<file path="src/rtl/camrot_pkg.sv">
// Shared types, constants and the operation sequence for the camera axis rotator.
package camrot_pkg;

  localparam int RegW    = 32;
  localparam int AccW    = 66;
  localparam int CordW   = 36;
  localparam int AtanLen = 24;
  localparam int ProgLen = 66;
  localparam int PcW     = 7;
  localparam int IterW   = 6;
  localparam int SqrtSteps = 32;

  localparam logic signed [CordW-1:0] CordicGain = 36'sd652032874;
  localparam logic signed [CordW-1:0] PiQ30      = 36'sd3373259426;
  localparam logic signed [CordW-1:0] HalfPiQ30  = 36'sd1686629713;

  typedef logic [4:0] reg_sel_t;

  // Operand and destination registers of the shared multiply-accumulate unit.
  localparam reg_sel_t R_V0  = 5'd0;
  localparam reg_sel_t R_U0  = 5'd3;
  localparam reg_sel_t R_A0  = 5'd6;
  localparam reg_sel_t R_C0  = 5'd9;
  localparam reg_sel_t R_CO  = 5'd12;
  localparam reg_sel_t R_SI  = 5'd13;
  localparam reg_sel_t R_OMC = 5'd14;
  localparam reg_sel_t R_DOT = 5'd15;
  localparam reg_sel_t R_K   = 5'd16;

  typedef logic [1:0] next_t;
  localparam next_t NX_CONT = 2'd0;
  localparam next_t NX_DONE = 2'd1;
  localparam next_t NX_CHK  = 2'd2;
  localparam next_t NX_NORM = 2'd3;

  typedef struct packed {
    reg_sel_t a_sel;
    reg_sel_t b_sel;
    reg_sel_t dst;
    logic     first;
    logic     sub;
    logic     rnd;
    logic     tsat;
    logic     wr;
    logic     wvec;
    next_t    nxt;
  } uop_t;

  typedef logic [3:0] cmd_op_t;
  localparam cmd_op_t CMD_NOP      = 4'd0;
  localparam cmd_op_t CMD_LOAD     = 4'd1;
  localparam cmd_op_t CMD_CSTEP    = 4'd2;
  localparam cmd_op_t CMD_CFIN     = 4'd3;
  localparam cmd_op_t CMD_MUL      = 4'd4;
  localparam cmd_op_t CMD_ACC      = 4'd5;
  localparam cmd_op_t CMD_SQ_INIT  = 4'd6;
  localparam cmd_op_t CMD_SQ_STEP  = 4'd7;
  localparam cmd_op_t CMD_DIV_INIT = 4'd8;
  localparam cmd_op_t CMD_DIV_STEP = 4'd9;
  localparam cmd_op_t CMD_DIV_FIN  = 4'd10;
  localparam cmd_op_t CMD_DEGEN    = 4'd11;
  localparam cmd_op_t CMD_OUT      = 4'd12;

  typedef struct packed {
    cmd_op_t          op;
    uop_t             uop;
    logic [IterW-1:0] iter;
    logic [1:0]       comp;
  } cmd_t;

  typedef struct packed {
    logic axis_zero;
  } status_t;

  function automatic logic signed [CordW-1:0] atan_q30(input logic [4:0] idx);
    logic signed [CordW-1:0] r;
    unique case (idx)
      5'd0:  r = 36'sd843314857;
      5'd1:  r = 36'sd497837829;
      5'd2:  r = 36'sd263043837;
      5'd3:  r = 36'sd133525159;
      5'd4:  r = 36'sd67021687;
      5'd5:  r = 36'sd33543516;
      5'd6:  r = 36'sd16775851;
      5'd7:  r = 36'sd8388437;
      5'd8:  r = 36'sd4194283;
      5'd9:  r = 36'sd2097149;
      5'd10: r = 36'sd1048576;
      5'd11: r = 36'sd524288;
      5'd12: r = 36'sd262144;
      5'd13: r = 36'sd131072;
      5'd14: r = 36'sd65536;
      5'd15: r = 36'sd32768;
      5'd16: r = 36'sd16384;
      5'd17: r = 36'sd8192;
      5'd18: r = 36'sd4096;
      5'd19: r = 36'sd2048;
      5'd20: r = 36'sd1024;
      5'd21: r = 36'sd512;
      5'd22: r = 36'sd256;
      5'd23: r = 36'sd128;
      default: r = '0;
    endcase
    return r;
  endfunction

  // One of the six product terms of a cross product a x p written to dst.
  function automatic uop_t cross_uop(input logic [2:0] k, input reg_sel_t ab,
                                     input reg_sel_t pb, input reg_sel_t dst);
    uop_t u;
    logic [1:0] ai;
    logic [1:0] pidx;
    u = '0;
    unique case (k)
      3'd0: begin ai = 2'd1; pidx = 2'd2; end
      3'd1: begin ai = 2'd2; pidx = 2'd1; end
      3'd2: begin ai = 2'd2; pidx = 2'd0; end
      3'd3: begin ai = 2'd0; pidx = 2'd2; end
      3'd4: begin ai = 2'd0; pidx = 2'd1; end
      3'd5: begin ai = 2'd1; pidx = 2'd0; end
      default: begin ai = 2'd0; pidx = 2'd0; end
    endcase
    u.a_sel = ab + 5'(ai);
    u.b_sel = pb + 5'(pidx);
    u.first = ~k[0];
    u.sub   = k[0];
    u.rnd   = 1'b1;
    u.wr    = k[0];
    u.dst   = dst + 5'(k[2:1]);
    u.nxt   = NX_CONT;
    return u;
  endfunction

  // Rodrigues rotation of the vector at pb about the axis at ab, 19 steps.
  function automatic uop_t rot_uop(input logic [4:0] k, input reg_sel_t ab,
                                   input reg_sel_t pb);
    uop_t u;
    logic [4:0] m;
    logic [1:0] j;
    logic [1:0] t;
    u = '0;
    m = k - 5'd10;
    if (m < 5'd3) begin
      j = 2'd0; t = m[1:0];
    end else if (m < 5'd6) begin
      j = 2'd1; t = 2'(m - 5'd3);
    end else begin
      j = 2'd2; t = 2'(m - 5'd6);
    end
    if (k < 5'd6) begin
      u = cross_uop(k[2:0], ab, pb, R_C0);
    end else if (k < 5'd9) begin
      u.a_sel = ab + (k - 5'd6);
      u.b_sel = pb + (k - 5'd6);
      u.first = (k == 5'd6);
      u.rnd   = 1'b1;
      u.wr    = (k == 5'd8);
      u.dst   = R_DOT;
    end else if (k == 5'd9) begin
      u.a_sel = R_OMC;
      u.b_sel = R_DOT;
      u.first = 1'b1;
      u.rnd   = 1'b1;
      u.tsat  = 1'b1;
      u.wr    = 1'b1;
      u.dst   = R_K;
    end else begin
      u.rnd  = 1'b1;
      u.tsat = 1'b1;
      unique case (t)
        2'd0: begin
          u.a_sel = R_CO; u.b_sel = pb + 5'(j); u.first = 1'b1;
        end
        2'd1: begin
          u.a_sel = R_SI; u.b_sel = R_C0 + 5'(j);
        end
        default: begin
          u.a_sel = R_K; u.b_sel = ab + 5'(j);
          u.wr = 1'b1; u.wvec = 1'b1; u.dst = pb + 5'(j);
        end
      endcase
    end
    u.nxt = NX_CONT;
    return u;
  endfunction

  // Yaw runs from step 0; pitch runs from step 19.
  function automatic uop_t uop_at(input logic [PcW-1:0] pc);
    uop_t u;
    logic [PcW-1:0] j;
    u = '0;
    j = pc - 7'd25;
    if (pc < 7'd19) begin
      u = rot_uop(5'(pc), R_U0, R_V0);
      if (pc == 7'd18) u.nxt = NX_DONE;
    end else if (pc < 7'd25) begin
      u = cross_uop(3'(pc - 7'd19), R_U0, R_V0, R_A0);
      if (pc == 7'd24) u.nxt = NX_CHK;
    end else if (pc < 7'd28) begin
      u.a_sel = R_A0 + 5'(j);
      u.b_sel = R_A0 + 5'(j);
      u.first = (pc == 7'd25);
      if (pc == 7'd27) u.nxt = NX_NORM;
    end else if (pc < 7'd47) begin
      u = rot_uop(5'(pc - 7'd28), R_A0, R_V0);
    end else begin
      u = rot_uop(5'(pc - 7'd47), R_A0, R_U0);
      if (pc == 7'd65) u.nxt = NX_DONE;
    end
    return u;
  endfunction

endpackage

</file>
<file path="src/rtl/camrot_ctrl.sv">
// Sequencer for the camera axis rotator: handshakes, step counters and operation order.
module camrot_ctrl
  import camrot_pkg::*;
#(
  parameter int VEC_WIDTH    = 24,
  parameter int CORDIC_STEPS = 16
) (
  input  logic    clk,
  input  logic    rst,
  input  logic    s_tvalid,
  output logic    s_tready,
  input  logic    in_mode,
  output logic    m_tvalid,
  input  logic    m_tready,
  output cmd_t    cmd,
  input  status_t status
);

  localparam int Steps   = (CORDIC_STEPS < AtanLen) ? CORDIC_STEPS : AtanLen;
  localparam int QuotW   = VEC_WIDTH - 7;

  localparam logic [3:0] S_IDLE = 4'd0;
  localparam logic [3:0] S_CORD = 4'd1;
  localparam logic [3:0] S_CFIN = 4'd2;
  localparam logic [3:0] S_MUL  = 4'd3;
  localparam logic [3:0] S_ACC  = 4'd4;
  localparam logic [3:0] S_CHK  = 4'd5;
  localparam logic [3:0] S_SQI  = 4'd6;
  localparam logic [3:0] S_SQ   = 4'd7;
  localparam logic [3:0] S_DVI  = 4'd8;
  localparam logic [3:0] S_DV   = 4'd9;
  localparam logic [3:0] S_DVF  = 4'd10;
  localparam logic [3:0] S_OUT  = 4'd11;

  logic [3:0]       state, state_next;
  logic [PcW-1:0]   pc, pc_next;
  logic [IterW-1:0] iter, iter_next;
  logic [1:0]       comp, comp_next;
  logic             m_tvalid_next;
  uop_t             cur;

  assign cur      = uop_at(pc);
  assign s_tready = (state == S_IDLE);

  always_comb begin
    state_next    = state;
    pc_next       = pc;
    iter_next     = iter;
    comp_next     = comp;
    m_tvalid_next = m_tvalid & ~m_tready;
    cmd           = '0;
    cmd.op        = CMD_NOP;
    cmd.uop       = cur;
    cmd.iter      = iter;
    cmd.comp      = comp;
    unique case (state)
      S_IDLE: begin
        if (s_tvalid) begin
          cmd.op     = CMD_LOAD;
          iter_next  = '0;
          pc_next    = in_mode ? 7'd19 : 7'd0;
          state_next = S_CORD;
        end
      end
      S_CORD: begin
        cmd.op = CMD_CSTEP;
        if (iter == IterW'(Steps - 1)) begin
          state_next = S_CFIN;
        end else begin
          iter_next = iter + 1'b1;
        end
      end
      S_CFIN: begin
        cmd.op     = CMD_CFIN;
        state_next = S_MUL;
      end
      S_MUL: begin
        cmd.op     = CMD_MUL;
        state_next = S_ACC;
      end
      S_ACC: begin
        cmd.op = CMD_ACC;
        unique case (cur.nxt)
          NX_CONT: begin
            pc_next    = pc + 1'b1;
            state_next = S_MUL;
          end
          NX_DONE: state_next = S_OUT;
          NX_CHK:  state_next = S_CHK;
          default: state_next = S_SQI;
        endcase
      end
      S_CHK: begin
        if (status.axis_zero) begin
          cmd.op     = CMD_DEGEN;
          state_next = S_OUT;
        end else begin
          pc_next    = pc + 1'b1;
          state_next = S_MUL;
        end
      end
      S_SQI: begin
        cmd.op     = CMD_SQ_INIT;
        iter_next  = '0;
        state_next = S_SQ;
      end
      S_SQ: begin
        cmd.op = CMD_SQ_STEP;
        if (iter == IterW'(SqrtSteps - 1)) begin
          comp_next  = '0;
          state_next = S_DVI;
        end else begin
          iter_next = iter + 1'b1;
        end
      end
      S_DVI: begin
        cmd.op     = CMD_DIV_INIT;
        iter_next  = '0;
        state_next = S_DV;
      end
      S_DV: begin
        cmd.op = CMD_DIV_STEP;
        if (iter == IterW'(QuotW - 1)) begin
          state_next = S_DVF;
        end else begin
          iter_next = iter + 1'b1;
        end
      end
      S_DVF: begin
        cmd.op = CMD_DIV_FIN;
        if (comp == 2'd2) begin
          pc_next    = pc + 1'b1;
          state_next = S_MUL;
        end else begin
          comp_next  = comp + 1'b1;
          state_next = S_DVI;
        end
      end
      S_OUT: begin
        if (!m_tvalid || m_tready) begin
          cmd.op        = CMD_OUT;
          m_tvalid_next = 1'b1;
          state_next    = S_IDLE;
        end
      end
      default: state_next = S_IDLE;
    endcase
  end

  always_ff @(posedge clk) begin
    if (rst) begin
      state    <= S_IDLE;
      pc       <= '0;
      iter     <= '0;
      comp     <= '0;
      m_tvalid <= 1'b0;
    end else begin
      state    <= state_next;
      pc       <= pc_next;
      iter     <= iter_next;
      comp     <= comp_next;
      m_tvalid <= m_tvalid_next;
    end
  end

`ifndef ASSERT_OFF
  a_accept_starts: assert property (@(posedge clk) disable iff (rst)
    s_tvalid && s_tready |=> state == S_CORD)
    else $error("accepted item did not start the sine and cosine pass");
  a_out_loads: assert property (@(posedge clk) disable iff (rst)
    state == S_OUT && (!m_tvalid || m_tready) |=> m_tvalid && state == S_IDLE)
    else $error("result not presented after finishing an item");
  a_pc_range: assert property (@(posedge clk) disable iff (rst)
    state == S_MUL |-> pc < 7'(ProgLen))
    else $error("operation step out of range");
  a_no_accept_busy: assert property (@(posedge clk) disable iff (rst)
    state != S_IDLE |-> !s_tready)
    else $error("input ready while an item is in progress");
`endif

endmodule

</file>
<file path="config.mk">
export PLATFORM = sky130hd
export DESIGN_NAME = camrot_ctrl
export DESIGN_NICKNAME = d
export VERILOG_FILES = /design/src/rtl/camrot_pkg.sv /design/src/rtl/camrot_ctrl.sv
export SDC_FILE = /design/constraint.sdc
export NUM_CORES = 1
export LEC_CHECK = 0
export BUFFER_PORTS_ARGS = -buffer_cell sky130_fd_sc_hd__buf_2
export CAP_MARGIN = 20
export CORE_AREA = 2 2 101 103
export DETAILED_ROUTE_END_ITERATION = 10
export DIE_AREA = 0 0 103 105
export PLACE_DENSITY_LB_ADDON = 0.2
export REMOVE_ABC_BUFFERS = 1
export SYNTH_ARGS = -nofsm -noshare
export SYNTH_HDL_FRONTEND = slang
export SYNTH_SLANG_ARGS = --single-unit
export TNS_END_PERCENT = 30
</file>
<file path="constraint.sdc">
create_clock -name clk -period 6.07 [get_ports clk]
set_input_delay 0.3035 -clock clk [delete_from_list [all_inputs] [get_ports clk]]
set_output_delay 0.3035 -clock clk [all_outputs]
set_load 0.02 [all_outputs]
</file>
==> reports/metrics.cfg <==
[layout]
areaGrowthSynthToFinish_pct = 8.141
fin_nets = 730
layout-drive-gt1-share = 0.1065
utilization = 0.4810

[power]
irDropWorstVdd_mv = 0.1506
finalPower_w = 0.001142
powerDensity_nw_per_um2 = 246.3
leakage_nw = 1.752

[placed_design]
hpwl_mm = 14.27
dpl_worst_slack_ns = 1.765
gp_congestion = 1.044
numPortBuffers = 42

[worst_hold_path]
holdPathEnd = pc[1]$_SDFFE_PP0P_
worstHoldStart = in_mode
hold_path.class = input pin to flip-flop
hold_depth = 3

[grt]
grt_pass1_vias = 4845
grt_overflow = 0
grt_max_degree = 47
grt_pass1_wl_mm = 28.15
antenna_found_initial = 0
track_usage = 0.3361

[clock_network]
cts_setup_buffers = 0
cts_tree = built
hold_buffers = 0
clkLatencyLatePin_ns = 0.28
cts.clk_slew.worst_paths_ns = 0.08
post_cts_resize_count = 0
clkSinkCount = 20
numCtsBuffers = 3
htreeDepth = 1
cts_buffer_depth = 2
cts_root_buf = clkbuf_8

[floorplan]
ios = 43
rows = 36
start_util = 0.4448
die-area_um2 = 10820
core_area_um2 = 9639
fp.dieW_um = 103
die_h_um = 105

[critical_path]
r2r_cells = 11
cp_max_fo = 18
startpoint = pc[2]$_SDFFE_PP0P_
r2r_end = pc[0]$_SDFFE_PP0P_
worstReg2RegStart = pc[1]$_SDFFE_PP0P_
crit_type = flip-flop to primary output
worstSetupStartpointType = flip-flop
critPathCaptureType = primary output
cp.required_ns = 5.77
arrival_ns = 4.38
r2r_slack_ns = 2.28

[sta]
tns_ns = 0
fmax_ghz = 0.2135
finalSetupViolations = 0
hold-worst-slack_ns = 0.3790
worst_slew_pin_slew_ns = 0.9033
drv_slew = 0
slew_headroom = 0.3935
final_hold_viol_count = 0
clock_skew_ns = 0.01039
min_period_ns = 4.683
fin_ws_ns = 1.387
rsz0062_at_grt = false
timing.final.crit_share = 0.7716

[logic_synthesis]
ys_seq_elements = 20
yosysSeqAreaShare = 0.09338
syn_avg_cell_area_um2 = 6.269
synth_ff_type = dfxtp_1
synth-edff-count = 0
yosys_warnings = 0
synth_area_leaders = dfxtp_1, o21ai_0, ha_1
synth_cells = 684
ys_types = 68
syn_area_um2 = 4288
synth_top_area_cell = dfxtp_1
synth_top_area_share = 0.09338
async_flop_share = 0

[route]
wl_per_cell_um = 22.79
dr.pass1.iters = 7
vias = 5645
final_antenna_net_count = 0
drt_iter0_drc = 843
routed_wl_mm = 18.89
via_per_inst = 6.809
drc_errors = 0

[job]
max_cap_viol_count = 0

[outcome]
status = completed

==> cells by family after synthesis <==
kind of cell	synth area share
compound gates	0.3866
xor+xnor	0.05807
fa+ha+maj	0.08171
buf+inv	0.06478
flops	0.09338
mux	0.01226
simple gates	0.3032
==> report_power, final <==
group          switching, W  internal, W
registers         0.0000156     0.000138
clock network     0.0000548    0.0000884
logic              0.000574     0.000271
total              0.000645     0.000497
==> critical path: stages (launching register included) <==
cell,delay [ns]
dfxtp_1,0.33
buf_4,0.23
ha_1,0.59
nand2_1,0.31
xnor2_1,0.78
and3_1,0.31
a221oi_1,0.13
or3_1,0.55
nand3b_1,0.23
a221oi_1,0.30
a311o_1,0.16
buf_2,0.16
==> metrics by stage <==
step,std cells,cell area [um2]
2_1_floorplan,634,4074
3_3_place_gp,824,4563
3_5_place_dp,824,4563
4_1_cts,828,4634
5_1_grt,828,4634
6_report,829,4637
==> state kept, by name, summed over array words and instances, names as in the netlist <==
register	flops
pc	7
iter	6
state	4
m_tvalid	1
comp	2
==> cell usage in the layout, fill, tap and decap left out, types with 8 or more instances in the layout <==
| master | n |
|---|---|
| o21ai_0 | 75 |
| a21o_1 | 8 |
| nand3_1 | 28 |
| ha_1 | 28 |
| a22oi_1 | 8 |
| buf_4 | 15 |
| xnor2_1 | 17 |
| a31oi_1 | 12 |
| a21oi_1 | 66 |
| o31ai_1 | 8 |
| buf_2 | 42 |
| nor2b_1 | 9 |
| nor3_1 | 25 |
| nand2_1 | 91 |
| inv_1 | 13 |
| o211ai_1 | 8 |
| nand2b_1 | 15 |
| nor2_1 | 68 |
| dfxtp_1 | 20 |
| or3_1 | 9 |
==> worst max-delay path by stage <==
stage          slack [ns]       to  cells past startpoint
6_report             1.39  cmd[15]                     11
5_1_grt              1.12  cmd[15]                     11
4_1_cts              1.44  cmd[15]                     11
3_5_place_dp         1.77  cmd[15]                     11
3_3_place_gp         1.95  cmd[11]                     14
2_1_floorplan        1.21  cmd[10]                      9
==> synthesized netlist by cell type (all sizes together), types with 5 or more instances <==
cell type / n
nand2: 91
o21ai: 75
nor2: 68
a21oi: 66
clkbuf: 34
ha: 28
nand3: 28
nor3: 25
dfxtp: 20
xnor2: 18
buf: 16
nand2b: 15
inv: 14
a31oi: 12
or3: 10
nor2b: 9
a21o: 8
a22oi: 8
o211ai: 8
o31ai: 8
a211oi: 7
a21boi: 7
o22ai: 7
xor2: 7
a221oi: 6
and2: 5
or2: 5
==> area by class of cell <==
| type | instances | area (um2) |
|---|---|---|
| Fill cell | 1056 | 5002 |
| Multi-Input combinational cell | 597 | 3610 |
| Sequential cell | 20 | 400.4 |
| Timing Repair Buffer | 57 | 322.8 |
| Tap cell | 133 | 166.4 |
| Inverter | 17 | 63.81 |
| Clock buffer | 3 | 41.29 |
| Clock inverter | 1 | 30.03 |
| Antenna cell | 1 | 2.502 |
==> layer usage <==
layer / wire length [um] / GRT usage / up-vias
met1: 7369 / 0.4559 / 2575
met5: 0 / 0 / -
met4: 1167 / 0.1523 / 0
met3: 1887 / 0.04415 / 100
met2: 8464 / 0.5218 / 426
li1: - / - / 2544
Note: power is estimated with default switching activity, not from simulation.
